File: src/hw/rtl/sha1_pkg.sv
// ----------------------------------------------------------------------------
// sha1_pkg
// Shared types and constants for the SHA-1 message digest block.
// ----------------------------------------------------------------------------
`default_nettype none

package sha1_pkg;

    localparam int CHAIN_WORDS = 5;

    typedef logic [31:0] word_t;
    typedef logic [2:0]  chain_idx_t;
    typedef logic [3:0]  blk_idx_t;

    localparam word_t H_INIT [CHAIN_WORDS] = '{
        32'h67452301, 32'hEFCDAB89, 32'h98BADCFE, 32'h10325476, 32'hC3D2E1F0
    };

    localparam word_t K_ROUND [4] = '{
        32'h5A827999, 32'h6ED9EBA1, 32'h8F1BBCDC, 32'hCA62C1D6
    };

    localparam logic [7:0] PAD_BYTE     = 8'h80;
    // last fill count at which 0x80 and the length still fit in one block
    localparam logic [5:0] PAD_LAST_FIT = 6'd55;

    typedef struct packed {
        logic       shift_en;
        logic       round_en;
        logic       from_mem;
        logic [1:0] phase;
    } sha1_rnd_ctrl_t;

endpackage

`default_nettype wire

File: src/hw/rtl/sha1_block_ram.sv
// ----------------------------------------------------------------------------
// sha1_block_ram
// 16 x 32 block store, one port, registered read data.
// ----------------------------------------------------------------------------
`default_nettype none

module sha1_block_ram (
    input  wire logic              clk,
    input  wire logic              we,
    input  wire sha1_pkg::blk_idx_t addr,
    input  wire sha1_pkg::word_t   wdata,
    output sha1_pkg::word_t        rdata
);
    import sha1_pkg::*;

    word_t mem [16];
    word_t rdata_reg;

    always_ff @(posedge clk)
    begin
        if (we)
        begin
            mem[addr] <= wdata;
        end
        rdata_reg <= mem[addr];
    end

    assign rdata = rdata_reg;

endmodule

`default_nettype wire

File: src/hw/rtl/sha1_chain_store.sv
// ----------------------------------------------------------------------------
// sha1_chain_store
// Chaining word memory; entries not written since the last clear read as
// the SHA-1 initial values.
// ----------------------------------------------------------------------------
`default_nettype none

module sha1_chain_store (
    input  wire logic                 clk,
    input  wire logic                 rst_n,
    input  wire logic                 we,
    input  wire sha1_pkg::chain_idx_t waddr,
    input  wire sha1_pkg::word_t      wdata,
    input  wire sha1_pkg::chain_idx_t raddr,
    input  wire logic                 clear,
    output sha1_pkg::word_t           rdata
);
    import sha1_pkg::*;

    word_t                  mem [CHAIN_WORDS];
    logic [CHAIN_WORDS-1:0] valid_reg;
    word_t                  rd_reg;
    logic                   rd_valid_reg;
    chain_idx_t             rd_addr_reg;

    always_ff @(posedge clk or negedge rst_n)
    begin
        if (!rst_n)
        begin
            valid_reg <= '0;
        end
        else if (clear)
        begin
            valid_reg <= '0;
        end
        else if (we)
        begin
            valid_reg[waddr] <= 1'b1;
        end
    end

    always_ff @(posedge clk)
    begin
        if (we)
        begin
            mem[waddr] <= wdata;
        end
        rd_reg       <= mem[raddr];
        rd_valid_reg <= valid_reg[raddr];
        rd_addr_reg  <= raddr;
    end

    assign rdata = rd_valid_reg ? rd_reg : H_INIT[rd_addr_reg];

endmodule

`default_nettype wire

File: src/hw/rtl/sha1_round_unit.sv
// ----------------------------------------------------------------------------
// sha1_round_unit
// Working words a..e and the 16-word schedule window; one round per cycle while round_en is set.
// ----------------------------------------------------------------------------
`default_nettype none

module sha1_round_unit (
    input  wire logic                     clk,
    input  wire sha1_pkg::sha1_rnd_ctrl_t ctrl,
    input  wire sha1_pkg::word_t          shift_in,
    input  wire sha1_pkg::word_t          blk_word,
    output sha1_pkg::word_t               a_word
);
    import sha1_pkg::*;

    word_t a_reg, b_reg, c_reg, d_reg, e_reg;
    word_t w_reg [16];
    word_t w_mix;
    word_t w_cur;
    word_t f_val;
    word_t t_val;

    always_comb
    begin
        w_mix = w_reg[13] ^ w_reg[8] ^ w_reg[2] ^ w_reg[0];
        w_cur = ctrl.from_mem ? blk_word : {w_mix[30:0], w_mix[31]};
        case (ctrl.phase)
            2'd0:    f_val = (b_reg & c_reg) | (~b_reg & d_reg);
            2'd2:    f_val = (b_reg & c_reg) | (b_reg & d_reg) | (c_reg & d_reg);
            default: f_val = b_reg ^ c_reg ^ d_reg;
        endcase
        t_val = {a_reg[26:0], a_reg[31:27]} + f_val + e_reg + w_cur + K_ROUND[ctrl.phase];
    end

    always_ff @(posedge clk)
    begin
        if (ctrl.round_en)
        begin
            a_reg <= t_val;
            b_reg <= a_reg;
            c_reg <= {b_reg[1:0], b_reg[31:2]};
            d_reg <= c_reg;
            e_reg <= d_reg;
            for (int i = 0; i < 15; i++)
            begin
                w_reg[i] <= w_reg[i+1];
            end
            w_reg[15] <= w_cur;
        end
        else if (ctrl.shift_en)
        begin
            a_reg <= b_reg;
            b_reg <= c_reg;
            c_reg <= d_reg;
            d_reg <= e_reg;
            e_reg <= shift_in;
        end
    end

    assign a_word = a_reg;

endmodule

`default_nettype wire

File: src/hw/rtl/sha1_message_digest.sv
// ----------------------------------------------------------------------------
// sha1_message_digest
// Byte-streaming SHA-1: block store, chaining store and one-round-per-cycle
// compression, with padding and digest output.
// ----------------------------------------------------------------------------
// Throughput: one byte request per cycle while idle; every 64th byte starts a
//   compression (load, 80 rounds from the round unit, fold-back) that holds off input.
// End of message: padding written into the block RAM, one or two
//   compressions, then 5 digest words, each read, loaded and held until taken.
// Reset: control cleared at once; chaining words read as the initial values
//   through per-entry valid bits, so no clearing pass is needed.
// ----------------------------------------------------------------------------
`default_nettype none

module sha1_message_digest (
    input  wire logic        clk,
    input  wire logic        rst_n,
    input  wire logic        s_tvalid,
    output logic             s_tready,
    input  wire logic [7:0]  s_tdata,   // [7:0] data_byte
    input  wire logic        s_tuser,   // [0] byte_valid
    input  wire logic        s_tlast,   // message_end
    output logic             m_tvalid,
    input  wire logic        m_tready,
    output logic [31:0]      m_tdata,   // [31:0] digest_word
    output logic             m_tlast    // word_last
);
    import sha1_pkg::*;

    localparam logic [3:0] S_IDLE      = 4'd0;
    localparam logic [3:0] S_PAD_FIRST = 4'd1;
    localparam logic [3:0] S_PAD       = 4'd2;
    localparam logic [3:0] S_LOAD      = 4'd3;
    localparam logic [3:0] S_ROUND     = 4'd4;
    localparam logic [3:0] S_FOLD      = 4'd5;
    localparam logic [3:0] S_OUT_RD    = 4'd6;
    localparam logic [3:0] S_OUT_LD    = 4'd7;
    localparam logic [3:0] S_OUT       = 4'd8;

    localparam logic [1:0] POST_IDLE      = 2'd0;
    localparam logic [1:0] POST_PAD_FIRST = 2'd1;
    localparam logic [1:0] POST_PAD       = 2'd2;
    localparam logic [1:0] POST_OUT       = 2'd3;

    logic [3:0]  state_reg, state_next;
    logic [1:0]  post_reg, post_next;
    logic [6:0]  cnt_reg, cnt_next;
    logic [5:0]  fill_reg, fill_next;
    logic [23:0] acc_reg, acc_next;
    logic [63:0] bit_count_reg, bit_count_next;
    logic [4:0]  wptr_reg, wptr_next;
    logic        long_reg, long_next;
    chain_idx_t  out_idx_reg, out_idx_next;
    logic        m_tvalid_reg, m_tvalid_next;
    logic        m_tlast_reg, m_tlast_next;
    word_t       m_tdata_reg, m_tdata_next;

    logic           blk_we;
    blk_idx_t       blk_addr;
    word_t          blk_wdata;
    word_t          blk_rdata;
    logic           ch_we;
    chain_idx_t     ch_waddr;
    word_t          ch_wdata;
    chain_idx_t     ch_raddr;
    logic           ch_clear;
    word_t          ch_rdata;
    sha1_rnd_ctrl_t rnd_ctrl;
    word_t          a_word;
    word_t          pad_word;
    logic           in_req;

    assign s_tready = (state_reg == S_IDLE);
    assign in_req   = s_tvalid && s_tready;

    always_comb
    begin
        case (fill_reg[1:0])
            2'd0:    pad_word = {PAD_BYTE, 24'h0};
            2'd1:    pad_word = {acc_reg[7:0], PAD_BYTE, 16'h0};
            2'd2:    pad_word = {acc_reg[15:0], PAD_BYTE, 8'h0};
            default: pad_word = {acc_reg[23:0], PAD_BYTE};
        endcase
    end

    always_comb
    begin
        state_next     = state_reg;
        post_next      = post_reg;
        cnt_next       = cnt_reg;
        fill_next      = fill_reg;
        acc_next       = acc_reg;
        bit_count_next = bit_count_reg;
        wptr_next      = wptr_reg;
        long_next      = long_reg;
        out_idx_next   = out_idx_reg;
        m_tvalid_next  = m_tvalid_reg;
        m_tlast_next   = m_tlast_reg;
        m_tdata_next   = m_tdata_reg;
        blk_we         = 1'b0;
        blk_addr       = fill_reg[5:2];
        blk_wdata      = '0;
        ch_we          = 1'b0;
        ch_waddr       = '0;
        ch_wdata       = '0;
        ch_raddr       = '0;
        ch_clear       = 1'b0;
        rnd_ctrl       = '0;

        case (state_reg)
            S_IDLE:
            begin
                if (in_req)
                begin
                    if (s_tuser)
                    begin
                        if (fill_reg[1:0] == 2'd3)
                        begin
                            blk_we    = 1'b1;
                            blk_wdata = {acc_reg, s_tdata};
                        end
                        acc_next       = {acc_reg[15:0], s_tdata};
                        fill_next      = fill_reg + 6'd1;
                        bit_count_next = bit_count_reg + 64'd8;
                        if (fill_reg == 6'd63)
                        begin
                            state_next = S_LOAD;
                            cnt_next   = '0;
                            post_next  = s_tlast ? POST_PAD_FIRST : POST_IDLE;
                        end
                        else if (s_tlast)
                        begin
                            state_next = S_PAD_FIRST;
                        end
                    end
                    else if (s_tlast)
                    begin
                        state_next = S_PAD_FIRST;
                    end
                end
            end

            S_PAD_FIRST:
            begin
                blk_we     = 1'b1;
                blk_wdata  = pad_word;
                wptr_next  = {1'b0, fill_reg[5:2]} + 5'd1;
                long_next  = (fill_reg > PAD_LAST_FIT);
                state_next = S_PAD;
            end

            S_PAD:
            begin
                if (wptr_reg[4])
                begin
                    state_next = S_LOAD;
                    cnt_next   = '0;
                    post_next  = POST_PAD;
                    wptr_next  = '0;
                    long_next  = 1'b0;
                end
                else
                begin
                    blk_we   = 1'b1;
                    blk_addr = wptr_reg[3:0];
                    if (!long_reg && wptr_reg[3:0] == 4'd14)
                    begin
                        blk_wdata = bit_count_reg[63:32];
                    end
                    else if (!long_reg && wptr_reg[3:0] == 4'd15)
                    begin
                        blk_wdata = bit_count_reg[31:0];
                    end
                    wptr_next = wptr_reg + 5'd1;
                    if (!long_reg && wptr_reg[3:0] == 4'd15)
                    begin
                        state_next = S_LOAD;
                        cnt_next   = '0;
                        post_next  = POST_OUT;
                    end
                end
            end

            S_LOAD:
            begin
                ch_raddr          = cnt_reg[2:0];
                rnd_ctrl.shift_en = (cnt_reg != 7'd0);
                if (cnt_reg == 7'd5)
                begin
                    blk_addr   = '0;
                    state_next = S_ROUND;
                    cnt_next   = '0;
                end
                else
                begin
                    cnt_next = cnt_reg + 7'd1;
                end
            end

            S_ROUND:
            begin
                rnd_ctrl.round_en = 1'b1;
                rnd_ctrl.from_mem = (cnt_reg < 7'd16);
                if (cnt_reg < 7'd20)
                begin
                    rnd_ctrl.phase = 2'd0;
                end
                else if (cnt_reg < 7'd40)
                begin
                    rnd_ctrl.phase = 2'd1;
                end
                else if (cnt_reg < 7'd60)
                begin
                    rnd_ctrl.phase = 2'd2;
                end
                else
                begin
                    rnd_ctrl.phase = 2'd3;
                end
                blk_addr = cnt_reg[3:0] + 4'd1;
                if (cnt_reg == 7'd79)
                begin
                    state_next = S_FOLD;
                    cnt_next   = '0;
                end
                else
                begin
                    cnt_next = cnt_reg + 7'd1;
                end
            end

            S_FOLD:
            begin
                ch_raddr = cnt_reg[2:0];
                if (cnt_reg != 7'd0)
                begin
                    ch_we             = 1'b1;
                    ch_waddr          = cnt_reg[2:0] - 3'd1;
                    ch_wdata          = ch_rdata + a_word;
                    rnd_ctrl.shift_en = 1'b1;
                end
                if (cnt_reg == 7'd5)
                begin
                    cnt_next = '0;
                    case (post_reg)
                        POST_PAD_FIRST: state_next = S_PAD_FIRST;
                        POST_PAD:       state_next = S_PAD;
                        POST_OUT:
                        begin
                            state_next   = S_OUT_RD;
                            out_idx_next = '0;
                        end
                        default:        state_next = S_IDLE;
                    endcase
                end
                else
                begin
                    cnt_next = cnt_reg + 7'd1;
                end
            end

            S_OUT_RD:
            begin
                ch_raddr   = out_idx_reg;
                state_next = S_OUT_LD;
            end

            S_OUT_LD:
            begin
                m_tdata_next  = ch_rdata;
                m_tvalid_next = 1'b1;
                m_tlast_next  = (out_idx_reg == 3'(CHAIN_WORDS - 1));
                state_next    = S_OUT;
            end

            S_OUT:
            begin
                if (m_tready)
                begin
                    m_tvalid_next = 1'b0;
                    if (out_idx_reg == 3'(CHAIN_WORDS - 1))
                    begin
                        ch_clear       = 1'b1;
                        fill_next      = '0;
                        bit_count_next = '0;
                        state_next     = S_IDLE;
                    end
                    else
                    begin
                        out_idx_next = out_idx_reg + 3'd1;
                        state_next   = S_OUT_RD;
                    end
                end
            end

            default:
            begin
                state_next = S_IDLE;
            end
        endcase
    end

    always_ff @(posedge clk or negedge rst_n)
    begin
        if (!rst_n)
        begin
            state_reg     <= S_IDLE;
            post_reg      <= POST_IDLE;
            cnt_reg       <= '0;
            fill_reg      <= '0;
            bit_count_reg <= '0;
            wptr_reg      <= '0;
            long_reg      <= 1'b0;
            out_idx_reg   <= '0;
            m_tvalid_reg  <= 1'b0;
            m_tlast_reg   <= 1'b0;
        end
        else
        begin
            state_reg     <= state_next;
            post_reg      <= post_next;
            cnt_reg       <= cnt_next;
            fill_reg      <= fill_next;
            bit_count_reg <= bit_count_next;
            wptr_reg      <= wptr_next;
            long_reg      <= long_next;
            out_idx_reg   <= out_idx_next;
            m_tvalid_reg  <= m_tvalid_next;
            m_tlast_reg   <= m_tlast_next;
        end
    end

    always_ff @(posedge clk)
    begin
        acc_reg     <= acc_next;
        m_tdata_reg <= m_tdata_next;
    end

    assign m_tvalid = m_tvalid_reg;
    assign m_tlast  = m_tlast_reg;
    assign m_tdata  = m_tdata_reg;

    sha1_block_ram u_block_ram (
        .clk   (clk),
        .we    (blk_we),
        .addr  (blk_addr),
        .wdata (blk_wdata),
        .rdata (blk_rdata)
    );

    sha1_chain_store u_chain_store (
        .clk   (clk),
        .rst_n (rst_n),
        .we    (ch_we),
        .waddr (ch_waddr),
        .wdata (ch_wdata),
        .raddr (ch_raddr),
        .clear (ch_clear),
        .rdata (ch_rdata)
    );

    sha1_round_unit u_round_unit (
        .clk      (clk),
        .ctrl     (rnd_ctrl),
        .shift_in (ch_rdata),
        .blk_word (blk_rdata),
        .a_word   (a_word)
    );

    ast_no_input_during_output: assert property (
        @(posedge clk) disable iff (!rst_n)
        s_tready |-> !m_tvalid
    ) else $error("input request taken while a digest word is pending");

    ast_round_range: assert property (
        @(posedge clk) disable iff (!rst_n)
        (state_reg == S_ROUND) |-> (cnt_reg < 7'd80)
    ) else $error("round counter out of range");

    ast_pad_short_bound: assert property (
        @(posedge clk) disable iff (!rst_n)
        (state_reg == S_PAD && !long_reg) |-> !wptr_reg[4]
    ) else $error("single-block padding ran past the length words");

    ast_blk_write_window: assert property (
        @(posedge clk) disable iff (!rst_n)
        blk_we |-> (state_reg == S_IDLE || state_reg == S_PAD_FIRST || state_reg == S_PAD)
    ) else $error("block store written during compression");

    ast_chain_write_fold: assert property (
        @(posedge clk) disable iff (!rst_n)
        ch_we |-> (state_reg == S_FOLD && $past(state_reg) == S_FOLD)
    ) else $error("chaining store written outside fold-back");

endmodule

`default_nettype wire

File: config.mk
export PLATFORM = sky130hd
export DESIGN_NAME = sha1_message_digest
export DESIGN_NICKNAME = d
export VERILOG_FILES = /design/src/hw/rtl/sha1_pkg.sv /design/src/hw/rtl/sha1_block_ram.sv /design/src/hw/rtl/sha1_chain_store.sv /design/src/hw/rtl/sha1_round_unit.sv /design/src/hw/rtl/sha1_message_digest.sv
export SDC_FILE = /design/constraint.sdc
export NUM_CORES = 2
export LEC_CHECK = 0
export BUFFER_PORTS_ARGS = -buffer_cell sky130_fd_sc_hd__buf_2
export CAP_MARGIN = 20
export CORE_AREA = 2 2 383 385
export CTS_BUF_LIST = sky130_fd_sc_hd__clkbuf_8
export DETAILED_ROUTE_END_ITERATION = 10
export DIE_AREA = 0 0 385 387
export GPL_TIMING_DRIVEN = 0
export SLEW_MARGIN = 0
export SYNTH_ARGS = -nofsm -noshare
export SYNTH_HDL_FRONTEND = slang
export SYNTH_SLANG_ARGS = --single-unit
File: constraint.sdc
create_clock -name clk -period 21.2 [get_ports clk]
set_clock_uncertainty 0.1 [all_clocks]
set_input_delay 2.12 -clock clk [delete_from_list [all_inputs] [get_ports clk]]
set_output_delay 2.12 -clock clk [all_outputs]
set_load 0.01 [all_outputs]
==> impl_metrics.env <==
export IMPL_status="finished, final reports clean"
export IMPL_async_flop_share_pct=6.138
export IMPL_drv_cap=0
export IMPL_ant_nets=0
export IMPL_vias=36470
export IMPL_wl_per_cell_um=23.41
export IMPL_path_class="flip-flop to flip-flop"
export IMPL_die_h_um=387
export IMPL_cp_end_kind="flip-flop"
export IMPL_dp_hpwl_um=108400
export IMPL_rsz0062_at_grt="false"
export IMPL_grt_usage_pct=21.27
export IMPL_drive_above_1_share_pct=13.74
export IMPL_clockBufferDepth=4
export IMPL_wl_um=157800
export IMPL_core_rowCount=140
export IMPL_grt_pass1_wl_um=233600
export IMPL_min_period_ps=10370
export IMPL_cts_num_sinks=1564
export IMPL_cp_data_arrival_time_ps=10940
export IMPL_cts_setup_buffers=0
export IMPL_synth_nets=4486
export IMPL_n_fill_cell=12060
export IMPL_post_drt_via_cell_ratio=5.408
export IMPL_area_growth_pct=13.34
export IMPL_drtPass1Iterations=5
export IMPL_crit_required_ps=21780
export IMPL_numCtsBuffers=274
export IMPL_die_area_um2=149000
export IMPL_timing_fmax_mhz=96.46
export IMPL_gp_congestion=0.8942
export IMPL_overflow=0
export IMPL_cts_htree_levels=5
export IMPL_avgSynthCellArea_um2=15.19
export IMPL_port_buffers=48
export IMPL_seq_area_frac_synth_pct=70.74
export IMPL_finalHoldViolations=0
export IMPL_ctsResizeCount=0
export IMPL_start_util_pct=44.70
export IMPL_synth_edf_count=1400
export IMPL_postSynth_topFlopCell="edfxtp_1"
export IMPL_syn_inst=4263
export IMPL_layout_nets=4857
export IMPL_ys_warn_count=0
export IMPL_crit_fanout=10
export IMPL_tightest_slew_ps=1150
export IMPL_drt_initial_drc_count=3843
export IMPL_ctsHoldBuffers=0
export IMPL_startpoint_type="flip-flop"
export IMPL_ys_ff_latch=1564
export IMPL_antenna_found_initial=4
export IMPL_path_clk_slew_ps=60
export IMPL_min_period_over_period_pct=48.90
export IMPL_cts_tree="built"
export IMPL_die_w_um=385
export IMPL_cts_root_buf="clkbuf_8"
export IMPL_grt_pass1_vias=36510
export IMPL_hold_path_class="flip-flop to flip-flop"
export IMPL_synthTopCellsByArea="edfxtp_1 65%, mux4_2 4.5%, nand2_1 3.8%"
export IMPL_drcViolationCount=0
export IMPL_core_area_um2=144900
export IMPL_yosysTopAreaCellShare_pct=64.93
export IMPL_yosysUniqueCellTypes=80
export IMPL_crit_path_top_delay_cell="clkbuf_1"
export IMPL_setup_viol=0
export IMPL_insertion_delay_ps=990
export IMPL_slew_violations=0
export IMPL_relSlewSlack_pct=23.31
export IMPL_grt_max_degree=75
export IMPL_post_route_util_pct=50.66
export IMPL_pin_count=49
export IMPL_slowest_delay_ps=890
export IMPL_synth_cell_area_um2=64750
export IMPL_post_synth_top_area_cell="edfxtp_1"
through the flow:
stage	hold slack [ps]	TNS, ps	cells	setup slack (ps)	instance area, um2
4_1_cts	289.9	0	6741	11160	73390
3_3_place_gp	300.2	-548160	6228	-1132	67390
2_1_floorplan	300.3	0	4263	4885	64750
5_1_grt	297.2	0	6743	10480	73390
3_5_place_dp	304.5	0	6275	11220	68500
6_report	293.8	0	6743	10830	73390
critical path, delay by kind of cell, from the launching register on:
family,cells,cell delay (ps)
buffers and inverters,9,2870
adders and majority gates,5,2470
DFF,1,380
and+or+nand+nor,6,1600
AOI/OAI and AO/OA,8,2640
synthesized netlist by cell type (all sizes together) (16+ instances only):
cell type / number
edfxtp: 1400
mux4: 128
or3: 16
nor3: 26
and3: 27
a21oi: 113
dfxtp: 68
clkbuf: 123
nand2: 656
a21o: 37
nand4: 18
a221oi: 19
nor2: 220
ha: 88
nand3: 75
fa: 121
xnor2: 137
inv: 223
mux2i: 34
mux2: 29
a22oi: 118
o21ai: 201
buf: 43
xor2: 75
dfrtp: 96
per-layer routing:
layer	share of wire, %	wire (um)	vias up	track usage (%)
met4	2.9	4517	0	7.145
met1	45	70350	18450	30.70
met5	0	0	-	0
li1	-	-	16470	-
met3	7.1	11140	277	4.663
met2	46	71810	1277	32.05
cell type report:
cell class | instances | area (um2) | area share, %
antenna | 2 | 5.005 | 0.006819
buffer | 166 | 740.7 | 1.009
clock buffer | 296 | 4074 | 5.551
clock inverter | 170 | 818.3 | 1.115
inverter | 223 | 837.1 | 1.141
multi-input combinational | 2310 | 17530 | 23.89
sequential | 1564 | 45800 | 62.41
tap | 1917 | 2399 | 3.268
timing repair buffer | 95 | 1182 | 1.611
cell families after synthesis:
kind of cell	Yosys count	share of synthesized area, %
AOI/OAI and AO/OA	597	5.839
xor gates and xnor gates	212	2.868
adders and majority gates	210	5.457
buffers and inverters	389	2.431
DFF	1564	70.74
muxes	191	5.482
and+or+nand+nor	1100	7.186
path summary, 6_finish.rpt:
path,startpoint,endpoint,cells past startpoint,slack (ps)
setup reg to reg,state_reg[3],u_round_unit.a_word[29],28,10830
max in group asynchronous,rst_n,bit_count_reg[5],2,19210
hold / removal,u_round_unit.w_reg[0][113],u_round_unit.w_reg[0][81],0,290
hold reg to reg,u_round_unit.w_reg[0][113],u_round_unit.w_reg[0][81],0,290
min in group asynchronous,rst_n,u_chain_store.valid_reg[4],1,1050
setup / recovery,state_reg[3],u_round_unit.a_word[29],28,10830
cells in the final DEF, fill, tap and decap left out, drive strengths merged, types with 121 or more instances in the layout:
cell type and count:
mux4 128, buf 138, edfxtp 1400, nand2 656, o21ai 201, nor2 220
clkbuf 419, inv 313, xnor2 137, fa 121
Power is not shown: default switching activity piles up to over one toggle a cycle in this logic, so the estimate is an artifact.
